`src/hw/rtl/rppg_ram.sv`:
```
`timescale 1ns / 1ps
// ----------------------------------------------------------------------------
// rppg_ram
// Generic single-write, single-read synchronous RAM with registered read.
// ----------------------------------------------------------------------------
module rppg_ram #(
	parameter int WIDTH = 8,
	parameter int DEPTH = 256
) (
	input  logic                     clk,
	input  logic                     we,
	input  logic [$clog2(DEPTH)-1:0] waddr,
	input  logic [WIDTH-1:0]         wdata,
	input  logic                     re,
	input  logic [$clog2(DEPTH)-1:0] raddr,
	output logic [WIDTH-1:0]         rdata
);

	logic [WIDTH-1:0] mem [DEPTH];

	always_ff @(posedge clk) begin
		if (we) begin
			mem[waddr] <= wdata;
		end
		if (re) begin
			rdata <= mem[raddr];
		end
	end

endmodule

```
`config.mk`:
```
export PLATFORM = sky130hd
export DESIGN_NAME = rppg_ram
export DESIGN_NICKNAME = d
export VERILOG_FILES = /design/src/hw/rtl/rppg_ram.sv
export SDC_FILE = /design/constraint.sdc
export NUM_CORES = 2
export LEC_CHECK = 0
export ABC_AREA = 1
export CELL_PAD_IN_SITES_DETAIL_PLACEMENT = 0
export CELL_PAD_IN_SITES_GLOBAL_PLACEMENT = 1
export CORE_MARGIN = 5
export CORE_UTILIZATION = 50
export CTS_CLUSTER_DIAMETER = 100
export DETAILED_ROUTE_END_ITERATION = 7
export DONT_BUFFER_PORTS = 1
export PLACE_DENSITY_LB_ADDON = 0.1
export SLEW_MARGIN = 20
export SYNTH_ARGS = -nofsm -noshare
export SYNTH_HDL_FRONTEND = slang
export SYNTH_SLANG_ARGS = --single-unit
```
`constraint.sdc`:
```
create_clock -name clk -period 3.15 [get_ports clk]
set_input_delay 0.315 -clock clk [delete_from_list [all_inputs] [get_ports clk]]
set_output_delay 0.315 -clock clk [all_outputs]
set_load 0.05 [all_outputs]
```
==> metrics.txt <==
failing checks hold timing, slew limit, setup timing; Post-DP HPWL 123000 um; Worst-Skew Late Latency 0.85 ns; worst setup path category primary input to register; pre-CTS setup slack -0.173 ns; CP Buf/Inv Count 5; Initial Utilization 50.1%; Power Density 610 mW/mm^2; flop-to-flop setup slack 0.14 ns; CP Capture Type register; r2r startpoint mem[239][6]; CTS Hold Bufs 11; Critical-path top delay cell dlygate4sd3_1; n_diodes 0; worst r2r path cells 12; total wire length 246000 um; GPL Wtd Cong 0.826; clock slew at reported path FFs 0.06 ns; largest net degree at the start of global routing 1026; Hold Path Sink mem[106][6]; max_slew headroom -32.1%; Hold Fails Final Rpt 1283; Max-Cap Viols 0; post-route ant nets 0; P&R area growth vs syn 11.9%; DR DRC count 0; GR Util All Layers 27.0%; Final Power 57.0 mW; antenna violations before repair 4; final core utilization 56.1%; total grt overflow 0; H-tree depth 4; Critical Path Max Stage Delay 0.56 ns; Worst Path Required 3.75 ns; CP Launch Type primary input; cells along the critical path clkinv_16 > buf_16 > buf_12 > nand3_1 > nand3_1 > nand3_1 > nand3_1 > nand3_2 > nand3_1 > nand2_1 > nand2_1 > dlygate4sd3_1 > nand2_1 > dlygate4sd3_1; crit path from raddr[1]; Final WS setup -0.347 ns; mapped cell area 0.0835 mm^2; vias in the first global route 51100; Ports 35; most common cell after layout, fill and taps aside nand2_1; Non-Filler Instances 9369; CTS Buf Count 209; Worst R2R End rdata[6]; placed cell count 8962; area of the multi-input gates 0.0192 mm^2; # rows 150; Avg Inst Size Synth 11.9 um^2; worst hold slack -0.423 ns; initial drt markers 5700; Synth top area share 74.0%; CTS root buf clkbuf_16; Clock Path Buffers 3; leakage power 32.5 nW; TritonCTS clock tree built; Most common cell on crit path nand3_1; CP top delay family buffers and inverters; Pre-antenna DRT Iters 5; post-layout minimum cycle time 3.50 ns; first-pass GRT wire length 350000 um; Slew Limit Fails 216; Fillers 13878; HP Class primary input to register; sequential area share after synthesis 74.0%; Gate Count Post-Synth 7003; Nets 7032; Die H 419 um; WL per Instance 26.3 um; Final setup viols 2; status complete, but fails checks; Slew @ Worst Pin 1.98 ns; Vias/cell 5.81; Yosys warning count 0; fmax 0.286 GHz; Hold Startpoint wdata[6]; Core ar. 0.167 mm^2; Worst EP arrival 4.09 ns; Synth area leader edfxtp_1; layout cells sized above 1 7.87%; post-synthesis cell type count 13; top fanout value on the critical path 513; Die W 419 um; Vias 54412; Mapped Nets 7030; Clock Skew 0.0297 ns; synthesis-stage register bit count 2056; final worst path period share 111%; worst vdd ir 635 uV; commonest non-fill, non-tap cells in the layout nand2_1 (2110), edfxtp_1 (2056), nand3_1 (2012); Port Buffers 0; clk sinks 2056; Die Area 0.175 mm^2; Seq. cell area 0.0617 mm^2; Hold Path Stages 0; synth top area cells edfxtp_1 (74%), nand3_1 (12%), nand2_1 (9.5%)
==> power by group <==
group / leakage [nW] / switching, mW / internal [mW]
Clock: 3.19 / 10.2 / 13.7
Sequential: 18.5 / 0.0749 / 30.2
Combinational: 10.9 / 1.94 / 0.849
==> worst max path at each step <==
| stage | end | slack (ns) | cells after the start |
|---|---|---|---|
| floorplan | mem[162][0] | 1.34 | 4 |
| global placement | rdata[2] | 0.01 | 12 |
| detailed placement | rdata[2] | -0.17 | 12 |
| CTS | rdata[0] | 0.19 | 12 |
| global route | rdata[0] | -0.01 | 14 |
| finish | rdata[0] | -0.35 | 14 |
==> stage by stage <==
| stage | TNS, ns | cell area [um^2] |
|---|---|---|
| floorplan | 0 | 83500 |
| global route | -0.0157 | 93400 |
| CTS | 0 | 92700 |
| finish | -0.631 | 93400 |
| global placement | 0 | 86100 |
| detailed placement | -0.225 | 86100 |
==> synth_stat cells <==
cell	n
inv_1	36
inv_4	1
buf_8	1
inv_2	2
clkbuf_1	112
edfxtp_1	2056
buf_6	16
nor2_1	283
nand3_1	2019
buf_4	46
nand2_1	2123
buf_1	40
buf_2	268
==> what timing repair did <==
item,CTS,global route
endpoints found under the setup margin,0,8
resized for setup,0,24
endpoints found under the hold margin,2064,2037
buffers inserted,0,5
==> flip-flops by register name, summed over array words and instances, names as in the netlist <==
register  cells
mem        2048
rdata         8
==> per-layer routing <==
layer / up-vias / routed length [um] / GRT usage [%]
met5: - / 12 / 0
met4: 2 / 8680 / 9.33
met3: 350 / 18000 / 4.38
met2: 2134 / 115000 / 42.4
met1: 27066 / 105000 / 38.7
li1: 24860 / - / -
==> layout make-up <==
class / instances / area share, %
Sequential cell: 2056 / 66.1
Multi-Input combinational cell: 4425 / 20.6
Clock buffer: 258 / 6.05
Timing Repair Buffer: 273 / 3.18
Tap cell: 2204 / 2.95
Clock inverter: 113 / 0.942
Inverter: 39 / 0.224
Timing Repair inverter: 1 / 0.0121
==> logic make-up after synthesis <==
kind of cell	share of synthesized area (%)
buf+inv	3.12
simple gates	22.9
flops	74.0
Note: power is estimated with default switching activity, not from simulation.
