`src/hw/rtl/rppg_pkg.sv`:
```
`timescale 1ns / 1ps
// ----------------------------------------------------------------------------
// rppg_pkg
// Shared types, register codes and constant tables of the ring plasma pixel
// generator.
// ----------------------------------------------------------------------------
package rppg_pkg;

	// configuration port
	localparam int CFG_IDX_W  = 3;
	localparam int CFG_DATA_W = 8;

	localparam logic [CFG_IDX_W-1:0] REG_MODE        = 3'd0;
	localparam logic [CFG_IDX_W-1:0] REG_RING_RATE_A = 3'd1;
	localparam logic [CFG_IDX_W-1:0] REG_RING_RATE_B = 3'd2;
	localparam logic [CFG_IDX_W-1:0] REG_RING_RATE_C = 3'd3;
	localparam logic [CFG_IDX_W-1:0] REG_RING_RATE_D = 3'd4;

	// input op codes
	localparam logic OP_PIXEL = 1'b0;
	localparam logic OP_FRAME = 1'b1;

	// plasma modes
	localparam logic MODE_SINGLE = 1'b0;
	localparam logic MODE_RING   = 1'b1;

	// field widths
	localparam int COORD_W = 4;
	localparam int FTIME_W = 16;
	localparam int VALUE_W = 8;
	localparam int RATE_W  = 8;

	// phase store: 8.16 phases, four lanes per entry
	localparam int NUM_RINGS     = 4;
	localparam int PHASE_W       = 24;
	localparam int PHASE_INT_LSB = 16;
	localparam int PHASE_ENTRY_W = NUM_RINGS * PHASE_W;
	localparam int PHASE_DEPTH   = 2;

	localparam logic [RATE_W-1:0] SINGLE_RATE = 8'd50;

	// lane k at bits [24k +: 24]; integer parts 0, 1, 4, 3
	localparam logic [PHASE_ENTRY_W-1:0] RING_PHASE_INIT =
		{24'h030000, 24'h040000, 24'h010000, 24'h000000};

	localparam logic [7:0] RING_OFF_X [NUM_RINGS] = '{8'd6, 8'd13, 8'd17, 8'd31};
	localparam logic [7:0] RING_OFF_Y [NUM_RINGS] = '{8'd10, 8'd3, 8'd1, 8'd22};

	// sine table: three periods over 256 entries (period of 85)
	localparam int WAVE_PERIOD = 85;
	localparam int HALF_LEN    = 43;

	localparam logic signed [7:0] HALF_WAVE [HALF_LEN] = '{
		8'sd0, 8'sd9, 8'sd18, 8'sd28, 8'sd37, 8'sd46, 8'sd54, 8'sd63,
		8'sd71, 8'sd79, 8'sd86, 8'sd92, 8'sd99, 8'sd104, 8'sd110, 8'sd114,
		8'sd118, 8'sd121, 8'sd124, 8'sd126, 8'sd127, 8'sd127, 8'sd127, 8'sd126,
		8'sd125, 8'sd123, 8'sd120, 8'sd116, 8'sd112, 8'sd107, 8'sd102, 8'sd96,
		8'sd89, 8'sd82, 8'sd75, 8'sd67, 8'sd59, 8'sd50, 8'sd41, 8'sd32,
		8'sd23, 8'sd14, 8'sd4
	};

	typedef logic signed [7:0] sine_tab_t [256];

	// second half of each period mirrors the first with sign
	function automatic sine_tab_t build_sine();
		sine_tab_t t;
		int        i;
		int        p;
		p = 0;
		for (i = 0; i < 256; i++) begin
			if (p < HALF_LEN) begin
				t[i] = HALF_WAVE[p];
			end else begin
				t[i] = -HALF_WAVE[WAVE_PERIOD - p];
			end
			p = (p == WAVE_PERIOD - 1) ? 0 : p + 1;
		end
		return t;
	endfunction

	localparam sine_tab_t SINE_TAB = build_sine();

	// per-lane sine table index
	typedef logic [NUM_RINGS-1:0][7:0] lane_idx_t;

	// distance store fill sequencer status
	typedef struct packed {
		logic busy;
		logic we;
	} fill_ctrl_t;

endpackage

```
`src/hw/rtl/rppg_init.sv`:
```
`timescale 1ns / 1ps
// ----------------------------------------------------------------------------
// rppg_init
// Post-reset fill sequencer: walks every grid cell once and produces the
// scaled squared distance from the grid center for the distance stores.
// ----------------------------------------------------------------------------
module rppg_init import rppg_pkg::*; #(
	parameter int GRID_SIZE = 16
) (
	input  logic                               clk,
	input  logic                               arst_n,
	output fill_ctrl_t                         ctrl,
	output logic [2*$clog2(GRID_SIZE)-1:0]     addr,
	output logic [7:0]                         cell_dist
);

	localparam int LG    = $clog2(GRID_SIZE);
	localparam int AW    = 2 * LG;
	// dmax = GRID_SIZE^2 / 2, so scaling by 255/dmax is a shift
	localparam int SHIFT = 2 * LG - 1;
	localparam logic [LG-1:0] HALF_C = LG'(GRID_SIZE / 2);

	logic [AW-1:0] addr_q;
	logic          busy_q;
	logic [LG-1:0] x, y, dx, dy;
	logic [AW-1:0] dx2, dy2;
	logic [AW:0]   d;
	logic [AW+8:0] scaled;

	// cell sweep counter
	always_ff @(posedge clk or negedge arst_n) begin
		if (!arst_n) begin
			addr_q <= '0;
			busy_q <= 1'b1;
		end else if (busy_q) begin
			addr_q <= addr_q + 1'b1;
			if (&addr_q) begin
				busy_q <= 1'b0;
			end
		end
	end

	// distance of the current cell
	always_comb begin
		x      = addr_q[LG-1:0];
		y      = addr_q[AW-1:LG];
		dx     = (x >= HALF_C) ? x - HALF_C : HALF_C - x;
		dy     = (y >= HALF_C) ? y - HALF_C : HALF_C - y;
		dx2    = {{LG{1'b0}}, dx} * {{LG{1'b0}}, dx};
		dy2    = {{LG{1'b0}}, dy} * {{LG{1'b0}}, dy};
		d      = {1'b0, dx2} + {1'b0, dy2};
		// 255 * d
		scaled = {d, 8'b0} - {8'b0, d};
	end

	assign ctrl.busy = busy_q;
	assign ctrl.we   = busy_q;
	assign addr      = addr_q;
	assign cell_dist = scaled[SHIFT +: 8];

endmodule

```
`config.mk`:
```
export PLATFORM = sky130hd
export DESIGN_NAME = rppg_init
export DESIGN_NICKNAME = d
export VERILOG_FILES = /design/src/hw/rtl/rppg_pkg.sv /design/src/hw/rtl/rppg_init.sv
export SDC_FILE = /design/constraint.sdc
export NUM_CORES = 1
export LEC_CHECK = 0
export BUFFER_PORTS_ARGS = -buffer_cell sky130_fd_sc_hd__buf_2
export CAP_MARGIN = 5
export CORE_MARGIN = 3
export CORE_UTILIZATION = 40
export DETAILED_ROUTE_END_ITERATION = 6
export GPL_TIMING_DRIVEN = 0
export PLACE_DENSITY_LB_ADDON = 0.2
export SYNTH_ARGS = -nofsm -noshare
export SYNTH_HDL_FRONTEND = slang
export SYNTH_SLANG_ARGS = --single-unit
export TNS_END_PERCENT = 1
```
`constraint.sdc`:
```
create_clock -name clk -period 18.8 [get_ports clk]
set_input_delay 1.88 -clock clk [delete_from_list [all_inputs] [get_ports clk]]
set_output_delay 1.88 -clock clk [all_outputs]
set_load 0.02 [all_outputs]
```
==> impl_metrics.toml, run 1 <==
[sta]
rsz0062_at_grt = "no"
max_freq_ghz = 0.1215
fin_setup_tns_ns = 0
relSlewSlack_pct = 65.27
min_period_ns = 8.229
setup_violations = 0
worst_clock_skew_ns = 0.001252
post-route-period-util_pct = 43.77
drv_slew = 0
setup_ws_ns = 10.57
tightest_slew_ns = 0.5192
finalHoldViolCount = 0

[pwr]
power-per-cell-area_nw_per_um2 = 38.11
total_power_w = 0.00006433
ir_drop_mv = 0.01741
leakagePower_nw = 0.8976

[die]
die-height_um = 66.81
core_region_area_um2 = 3442
die-area_um2 = 4463
die_w_um = 66.81
rows = 21
start_util_pct = 42.97
io_pins = 20

[route]
drt_iter0_markers = 46
drc = 0
wl_per_cell_um = 12.39
wl_mm = 2.937
dr_total_vias = 1193
postRouteAntennaNets = 0
viasPerCell = 5.034
drtPass1Iterations = 4

[yosys]
synth_top_area_share_pct = 20.30
synth_edf_count = 0
ys_warn_count = 0
synth.yosys.seq_area_share_pct = 15.31
synth.area.top_cells = "ha_1, fa_1, dfrtp_1, inv_1, xnor2_1"
synth_ff_type = "dfrtp_1"
synth_area_um2 = 1479
yosys_register_bits = 9
netlist_instances = 165
synth_top_area_cell = "ha_1"
async_reset_ff_share_pct = 100.0
synth_cell_types = 38
syn_avg_cell_area_um2 = 8.963

[global_routing]
grt_pass1_wl_mm = 4.912
grt_use_total_pct = 14.39
grt-ovfl-total = 0
antenna_found_initial = 0
grt_pass1_vias = 1155
grt_start_max_net_pins = 11

[clock_network]
cts_buffers = 3
ctsResizeCount = 0
clk_latency_ns = 0.24
cts_hold_buf = 0
clkSlewWorstSetupHoldPaths_ns = 0.05
ctsHtreeMaxLevel = 1
post_cts_buffers = 0
root_buffer = "clkbuf_8"
tritoncts = "built"
cts.sinks = 9
cts_buffer_depth = 2

[setup_path]
crit_top_cell = "fa_1"
startpoint_type = "register"
slowest_delay_ns = 0.60
slowest_stage = "fa_1"
worstSetupPathType = "reg2out"
crit_fanout = 10
cp.required_ns = 16.92
crit_chain = "inv_1 > ha_1 > nor2_1 > xor2_1 > nand2_1 > fa_1 > fa_1 > inv_1 > fa_1 > inv_1 > fa_1 > inv_1 > ha_1 > a211oi_2 > o21bai_1 > a21oi_1 > xor2_1 > fa_1 > nand2_2 > or3_1 > a22o_1 > buf_2"
endpoint_kind = "output port"
critPathArrivalTime_ns = 6.35

[finish]
design_area_um2 = 1688
areaGrowthSynthToFinish_pct = 14.13
fillerInstances = 350
drive_gt1_share_pct = 17.80
diodes = 0
nets = 230

[hold_path]
hp-class = "reg2reg"

[status]
status = "complete, no violations"

[placement]
dp_slack_ns = 10.82
gp_congestion = 0.7870
hpwl_mm = 2.452
dpl_cell_area_um2 = 1643
numPortBuffers = 19

[flow_run]
cap_violations = 0
-- report_power, final --
part	switching [W]	total [W]	leakage, nW	internal [W]
combinational	0.0000133	0.0000216	0.753	0.00000831
sequential	0	0.0000194	0.122	0.0000194
clock	0.00000842	0.0000233	0.0228	0.0000148
total	0.0000217	0.0000643	0.898	0.0000426
-- layout make-up --
| cell class | instances | area (um2) | share of cell area, % |
|---|---|---|---|
| inverter | 30 | 112.6 | 6.672 |
| tap | 46 | 57.56 | 3.410 |
| sequential | 9 | 226.5 | 13.42 |
| buffer | 3 | 18.77 | 1.112 |
| timing repair buffer | 19 | 95.09 | 5.634 |
| clock buffer | 4 | 45.04 | 2.669 |
| multi-input combinational | 126 | 1132 | 67.09 |
-- cell usage in the layout, fill, tap and decap left out, drive strengths merged, types with 3 or more instances in the layout --
cell type,netlist,routed
xor2,9,9
inv,30,30
nand3,4,4
nor4,5,5
conb,1,4
ha,24,24
dfrtp,8,8
and2,6,6
fa,12,12
nand2,8,8
o21ai,5,5
nor2,12,12
clkbuf,1,5
a21oi,3,3
buf,2,21
xnor2,9,9
-- cell families after synthesis --
group	Yosys count	share of synthesized area (%)
buf+inv	33	8.883
simple gates	47	16.84
fa+ha+maj	36	36.55
xor+xnor	18	11.68
flops	9	15.31
mux	2	1.523
other cells	1	0.2536
compound gates	19	8.967
-- metal layers --
metal / part of all wire (%) / track usage, % / vias up / wire length [um]
met3: 3.6 / 3.204 / 6 / 106
met1: 45 / 18.00 / 578 / 1325
met4: 1.6 / 3.807 / 0 / 48
li1: - / - / 588 / -
met2: 50 / 24.75 / 21 / 1456
met5: 0 / 0 / - / 0
-- worst max-delay path: cells and delay by family (launching register included) --
| family | cells | cell delay, ns |
|---|---|---|
| DFF | 1 | 0.58 |
| adders and majority gates | 7 | 3.05 |
| and+or+nand+nor | 4 | 0.69 |
| xor gates and xnor gates | 2 | 0.46 |
| AOI/OAI and AO/OA | 4 | 0.86 |
| buffers and inverters | 5 | 0.46 |
-- per-stage QoR --
stage / util (%) / hold slack (ns) / std cells
floorplan: - / 0.6455 / 168
global placement: 47.73 / 0.5673 / 233
detailed placement: 47.73 / 0.5763 / 233
CTS: 49.04 / 0.5832 / 237
global route: 49.04 / 0.6300 / 237
finish: 49.04 / 0.5738 / 237
-- worst paths after layout --
check	start	to	slack [ns]	cells past startpoint
hold / removal	addr[7]	addr[7]	0.57	1
setup / recovery	addr[0]	cell_dist[2]	10.57	22
hold reg to reg	addr[7]	addr[7]	0.57	1
max in group asynchronous	arst_n	busy_q	17.06	1
min in group asynchronous	arst_n	addr[4]	1.49	1
setup reg to reg	busy_q	addr[7]	16.96	5
-- sequential cells by signal (all words and copies together) (netlist names) --
signal,count
addr,8
busy_q,1
-- synth_stat cells, types with 2 or more instances --
master    count
nor2_1       12
ha_1         24
mux2_2        2
nor4_1        5
buf_4         2
xor2_1        7
dfrtp_1       8
inv_1        30
nor3_1        2
a21o_1        2
and2_1        6
nand3_1       4
nand2_1       7
o21ai_0       5
nand4_1       2
a21oi_1       3
nand2b_1      2
o31ai_1       2
fa_1         12
xor2_2        2
xnor2_1       9
Power figures use the tool's default switching activity.
==> run 2: changes to the inputs <==
--- a/config.mk
+++ b/config.mk
@@ -5,6 +5,7 @@
 export SDC_FILE = /design/constraint.sdc
 export NUM_CORES = 1
 export LEC_CHECK = 0
+export ABC_AREA = 1
 export BUFFER_PORTS_ARGS = -buffer_cell sky130_fd_sc_hd__buf_2
 export CAP_MARGIN = 5
 export CORE_MARGIN = 3
==> constraint.sdc (replaced) <==
create_clock -name clk -period 8.4 [get_ports clk]
set_input_delay 0.84 -clock clk [delete_from_list [all_inputs] [get_ports clk]]
set_output_delay 0.84 -clock clk [all_outputs]
set_load 0.02 [all_outputs]
==> impl_metrics.toml, run 2 <==
[hold_path]
hp-class = "in2async"

[yosys]
synth.yosys.seq_area_share_pct = 14.43
synth_area_um2 = 1569
synth_top_family_by_area = "adder cells"
synthTopCellsByCount = "inv_1, nand2_1, nor2_1"
synth_top_area_cell = "ha_1"
synth.area.top_cells = "ha_1, fa_1, inv_1, dfrtp_1, nand2_1"
synthSimpleGateAreaFrac_pct = 26.71
synthMuxAreaShare_pct = 0
syn_avg_cell_area_um2 = 7.036
yosys.area_share.xor_xnor_pct = 4.466
netlist_instances = 223
async_reset_ff_share_pct = 100.0
synth_edf_count = 0
yosysMostFrequentCell = "inv_1"
synth_compound_gate_area_share_pct = 4.864
synthAdderAreaFrac_pct = 34.45
ys_warn_count = 0
synth_ff_type = "dfrtp_1"
synth_cell_types = 25
yosys_register_bits = 9
synth_top_area_share_pct = 19.14

[global_routing]
grt_use_total_pct = 14.33
grtUsageMet2_pct = 24.08
grt_start_max_net_pins = 10
grt_util_met1_pct = 19.17
grt_pass1_vias = 1252
grt_pass1_wl_mm = 5.223
grtUsageMet3_pct = 2.431
grt-ovfl-total = 0
antenna_found_initial = 0
grt.busiest_layer = "met2"

[route]
dr_total_vias = 1338
wl_per_cell_um = 9.764
viasPerCell = 4.505
postRouteAntennaNets = 0
wl_mm = 2.900
drtPass1Iterations = 4
drt_iter0_markers = 68
drc = 0

[clock_network]
post_cts_buffers = 0
ctsResizeCount = 0
cts_buffer_depth = 2
tritoncts = "built"
cts_buffers = 3
clkSlewWorstSetupHoldPaths_ns = 0.05
cts.sinks = 9
cts_hold_buf = 0
clk_latency_ns = 0.24
root_buffer = "clkbuf_8"
ctsHtreeMaxLevel = 1

[setup_path]
rr_worst_depth = 5
slowest_delay_ns = 0.60
r2r_slack_ns = 6.92
startpoint_type = "register"
cp.required_ns = 7.56
critPathArrivalTime_ns = 5.88
slowest_stage = "fa_1"
crit_fanout = 7
path_buf_inv = 5
timing.rr.end = "addr[7]"
path_delay_family = "adder cells"
crit_top_cell = "nand2_1"
worstSetupPathType = "reg2out"
endpoint_kind = "output port"
r2r_start = "addr[0]"

[die]
core_region_area_um2 = 3716
die_w_um = 68.63
die-height_um = 68.63
die-area_um2 = 4710
io_pins = 20
rows = 22
start_util_pct = 42.22

[sta]
min_period_ns = 6.717
fin_setup_tns_ns = 0
rsz0062_at_grt = "no"
drv_slew = 0
whs_ns = 0.4446
setup_violations = 0
post-route-period-util_pct = 79.96
max_freq_ghz = 0.1489
setup_ws_ns = 1.683
worst_clock_skew_ns = 0.004982
finalHoldViolCount = 0

[finish]
fillerInstances = 409
final_common_cell = "inv_1"
design_area_um2 = 1780
diodes = 0
drive_gt1_share_pct = 11.65
largest_reg_flops = 8
nets = 288
final_cell_mix = "inv_1, nand2_1, nor2_1"
areaGrowthSynthToFinish_pct = 13.48

[flow_run]
cap_violations = 0

[pwr]
power-per-cell-area_nw_per_um2 = 80.91
total_power_w = 0.0001441
ir_drop_mv = 0.04730
leakagePower_nw = 1.126

[placement]
hpwl_mm = 2.497
gp_congestion = 0.7604
numPortBuffers = 19
dp_slack_ns = 1.863
dpl_cell_area_um2 = 1735

[status]
status = "complete, no violations"
-- run 2: per-layer routing --
layer / wire [um] / up-vias
met3: 81 / 3
met4: 19 / 0
met1: 1464 / 591
met5: 0 / -
met2: 1335 / 21
li1: - / 723
-- run 2: cell type report --
type                       count  area [um2]  share of cell area [%]
multi-input combinational    157        1121                   62.97
inverter                      57       214.0                   12.02
buffer                         3       18.77                   1.054
clock buffer                   4       45.04                   2.530
tap                           48       60.06                   3.373
sequential                     9       226.5                   12.72
timing repair buffer          19       95.09                   5.341
-- run 2: worst max path at each step --
stage	depth (start not counted)	slack (ns)	endpoint	start
finish	25	1.68	cell_dist[5]	addr[0]
global route	28	1.23	cell_dist[3]	addr[0]
CTS	25	1.62	cell_dist[5]	addr[0]
detailed placement	25	1.86	cell_dist[5]	addr[0]
global placement	25	1.94	cell_dist[5]	addr[0]
floorplan	27	2.26	cell_dist[5]	addr[0]
-- run 2: cells by family after synthesis --
logic type	count (synthesis)
xor gates and xnor gates	8
AOI/OAI and AO/OA	14
other	1
DFF	9
and+or+nand+nor	95
buffers and inverters	60
adders and majority gates	36
-- run 2: worst register-to-register path, delay by kind of cell (launching register included) --
| kind | cells | cell delay [ns] |
|---|---|---|
| flops | 1 | 0.50 |
| buf+inv | 1 | 0.18 |
| compound gates | 1 | 0.19 |
| simple gates | 3 | 0.48 |
-- run 2: metrics by stage --
step	util, %	std cells
after floorplan	-	226
after global placement	46.70	293
after detailed placement	46.70	293
after CTS	47.91	297
after global routing	47.91	297
final	47.91	297
-- run 2: where the power goes --
group          switching, W  internal [W]  total (W)
clock             0.0000178     0.0000331  0.0000510
combinational     0.0000323     0.0000173  0.0000496
sequential                0     0.0000435  0.0000435
==> run 3: changes to the inputs <==
==> constraint.sdc (replaced) <==
create_clock -name clk -period 5.7 [get_ports clk]
set_input_delay 0.57 -clock clk [delete_from_list [all_inputs] [get_ports clk]]
set_output_delay 0.57 -clock clk [all_outputs]
set_load 0.02 [all_outputs]
==> impl_metrics.toml, run 3 (synthesis results as in run 2) <==
[clock_network]
clk_latency_ns = 0.23
cts_buffers = 3
root_buffer = "clkbuf_8"
ctsHtreeMaxLevel = 1
tritoncts = "built"
cts.sinks = 9
cts_buffer_depth = 2
clkSlewWorstSetupHoldPaths_ns = 0.05

[setup_path]
cp.required_ns = 5.13
slowest_delay_ns = 0.52
startpoint_type = "register"
crit_fanout = 2
critPathArrivalTime_ns = 5.34
crit_top_cell = "buf_4"
rr_worst_depth = 5
worstSetupPathType = "reg2out"
slowest_stage = "fa_2"
endpoint_kind = "output port"

[sta]
setup_ws_ns = -0.2099
fin_setup_tns_ns = -0.9284
worst_clock_skew_ns = 0.004649
setup_violations = 6
min_period_ns = 5.910
max_freq_ghz = 0.1692
whs_ns = 0.1783
finalHoldViolCount = 0
post-route-period-util_pct = 103.7
drv_slew = 0
rsz0062_at_grt = "yes"

[placement]
numPortBuffers = 19
dp_cells = 293
gp_congestion = 0.7578
hpwl_mm = 2.583
dpl_cell_area_um2 = 1739

[finish]
fillerInstances = 351
drive_gt1_share_pct = 31.97
final_common_cell = "inv_1"
seqCellArea_um2 = 232.7
multi_input_area_um2 = 1270
nets = 308
design_area_um2 = 2125
largest_reg_flops = 8
final_cell_mix = "inv_1, nand2_1, buf_4"
final_cell_count_no_fill = 317
diodes = 0
areaGrowthSynthToFinish_pct = 35.41

[route]
dr_total_vias = 1470
drt_iter0_markers = 58
wl_mm = 3.428
wl_per_cell_um = 10.81
viasPerCell = 4.637
drtPass1Iterations = 4
drc = 0
postRouteAntennaNets = 0

[die]
die-area_um2 = 4710
die-height_um = 68.63
die_w_um = 68.63
io_pins = 20
core_region_area_um2 = 3716
rows = 22
start_util_pct = 42.22

[global_routing]
grt_use_total_pct = 15.16
antenna_found_initial = 0
grt-ovfl-total = 0
grt_start_max_net_pins = 10
grt_pass1_wl_mm = 5.423
grt_pass1_vias = 1308

[pwr]
ir_drop_mv = 0.05638
leakagePower_nw = 1.234
power-per-cell-area_nw_per_um2 = 107.1

[flow_run]
cap_violations = 0

[status]
violations = "setup timing"
status = "finished with violations"

[hold_path]
hp-class = "in2async"
## run 3: final cells by class
type,instances,area share [%]
clock buffers,4,2.120
well taps,48,2.827
multi-input cells,157,59.78
inverters,57,10.31
plain buffers,2,0.7067
flip-flops and latches,9,10.95
repair buffers,40,13.31
## run 3: metal layers
layer  wire (um)  track usage, %  vias to the layer above  part of all wire, %
met1        1571           19.62                      683                   46
li1            -               -                      767                    -
met2        1723           25.98                       16                   50
met5           0               0                        -                    0
met4          31           3.474                        0                 0.90
met3         102           2.755                        4                  3.0
## run 3: path summary, 6_finish.rpt
path | startpoint | to | slack (ns)
min in group clk | busy_q | busy_q | 0.54
hold reg to reg | busy_q | busy_q | 0.54
max in group asynchronous | arst_n | busy_q | 5.28
hold / removal | arst_n | addr[7] | 0.18
setup reg to reg | busy_q | addr[7] | 4.28
setup / recovery | addr[0] | cell_dist[2] | -0.21
## run 3: stage by stage
stage / setup slack, ns / total power [W] / util [%]
3_5_place_dp: -0.4457 / 0.0001389 / 46.80
5_1_grt: -0.4926 / 0.0002455 / 57.17
3_3_place_gp: -0.4291 / 0.0001387 / 46.80
2_1_floorplan: -0.03279 / 0.0001220 / -
4_1_cts: -0.2835 / 0.0002248 / 54.14
6_report: -0.2099 / 0.0002275 / 57.17
## run 3: timing repair
item | in CTS | in global routing
gates resized for setup | 28 | 22
gates cloned | 0 | 0
endpoints found under the setup margin | 8 | 8
hold buffers | 0 | 0
buffers inserted | 18 | 3
pin swaps | 21 | 13
## run 3: power breakdown
part	internal [W]	switching (W)
clock network	0.0000487	0.0000248
logic	0.0000373	0.0000526
registers	0.0000641	0
total	0.000150	0.0000774
## run 3: worst max-delay path, delay by kind of cell (launching register included)
| family | cells | cell delay [ns] |
|---|---|---|
| buffers and inverters | 16 | 1.52 |
| AO/OA/AOI/OAI | 1 | 0.05 |
| AND/OR/NAND/NOR | 10 | 0.79 |
| flip-flops | 1 | 0.39 |
| adder cells (fa/ha/maj) | 6 | 2.38 |
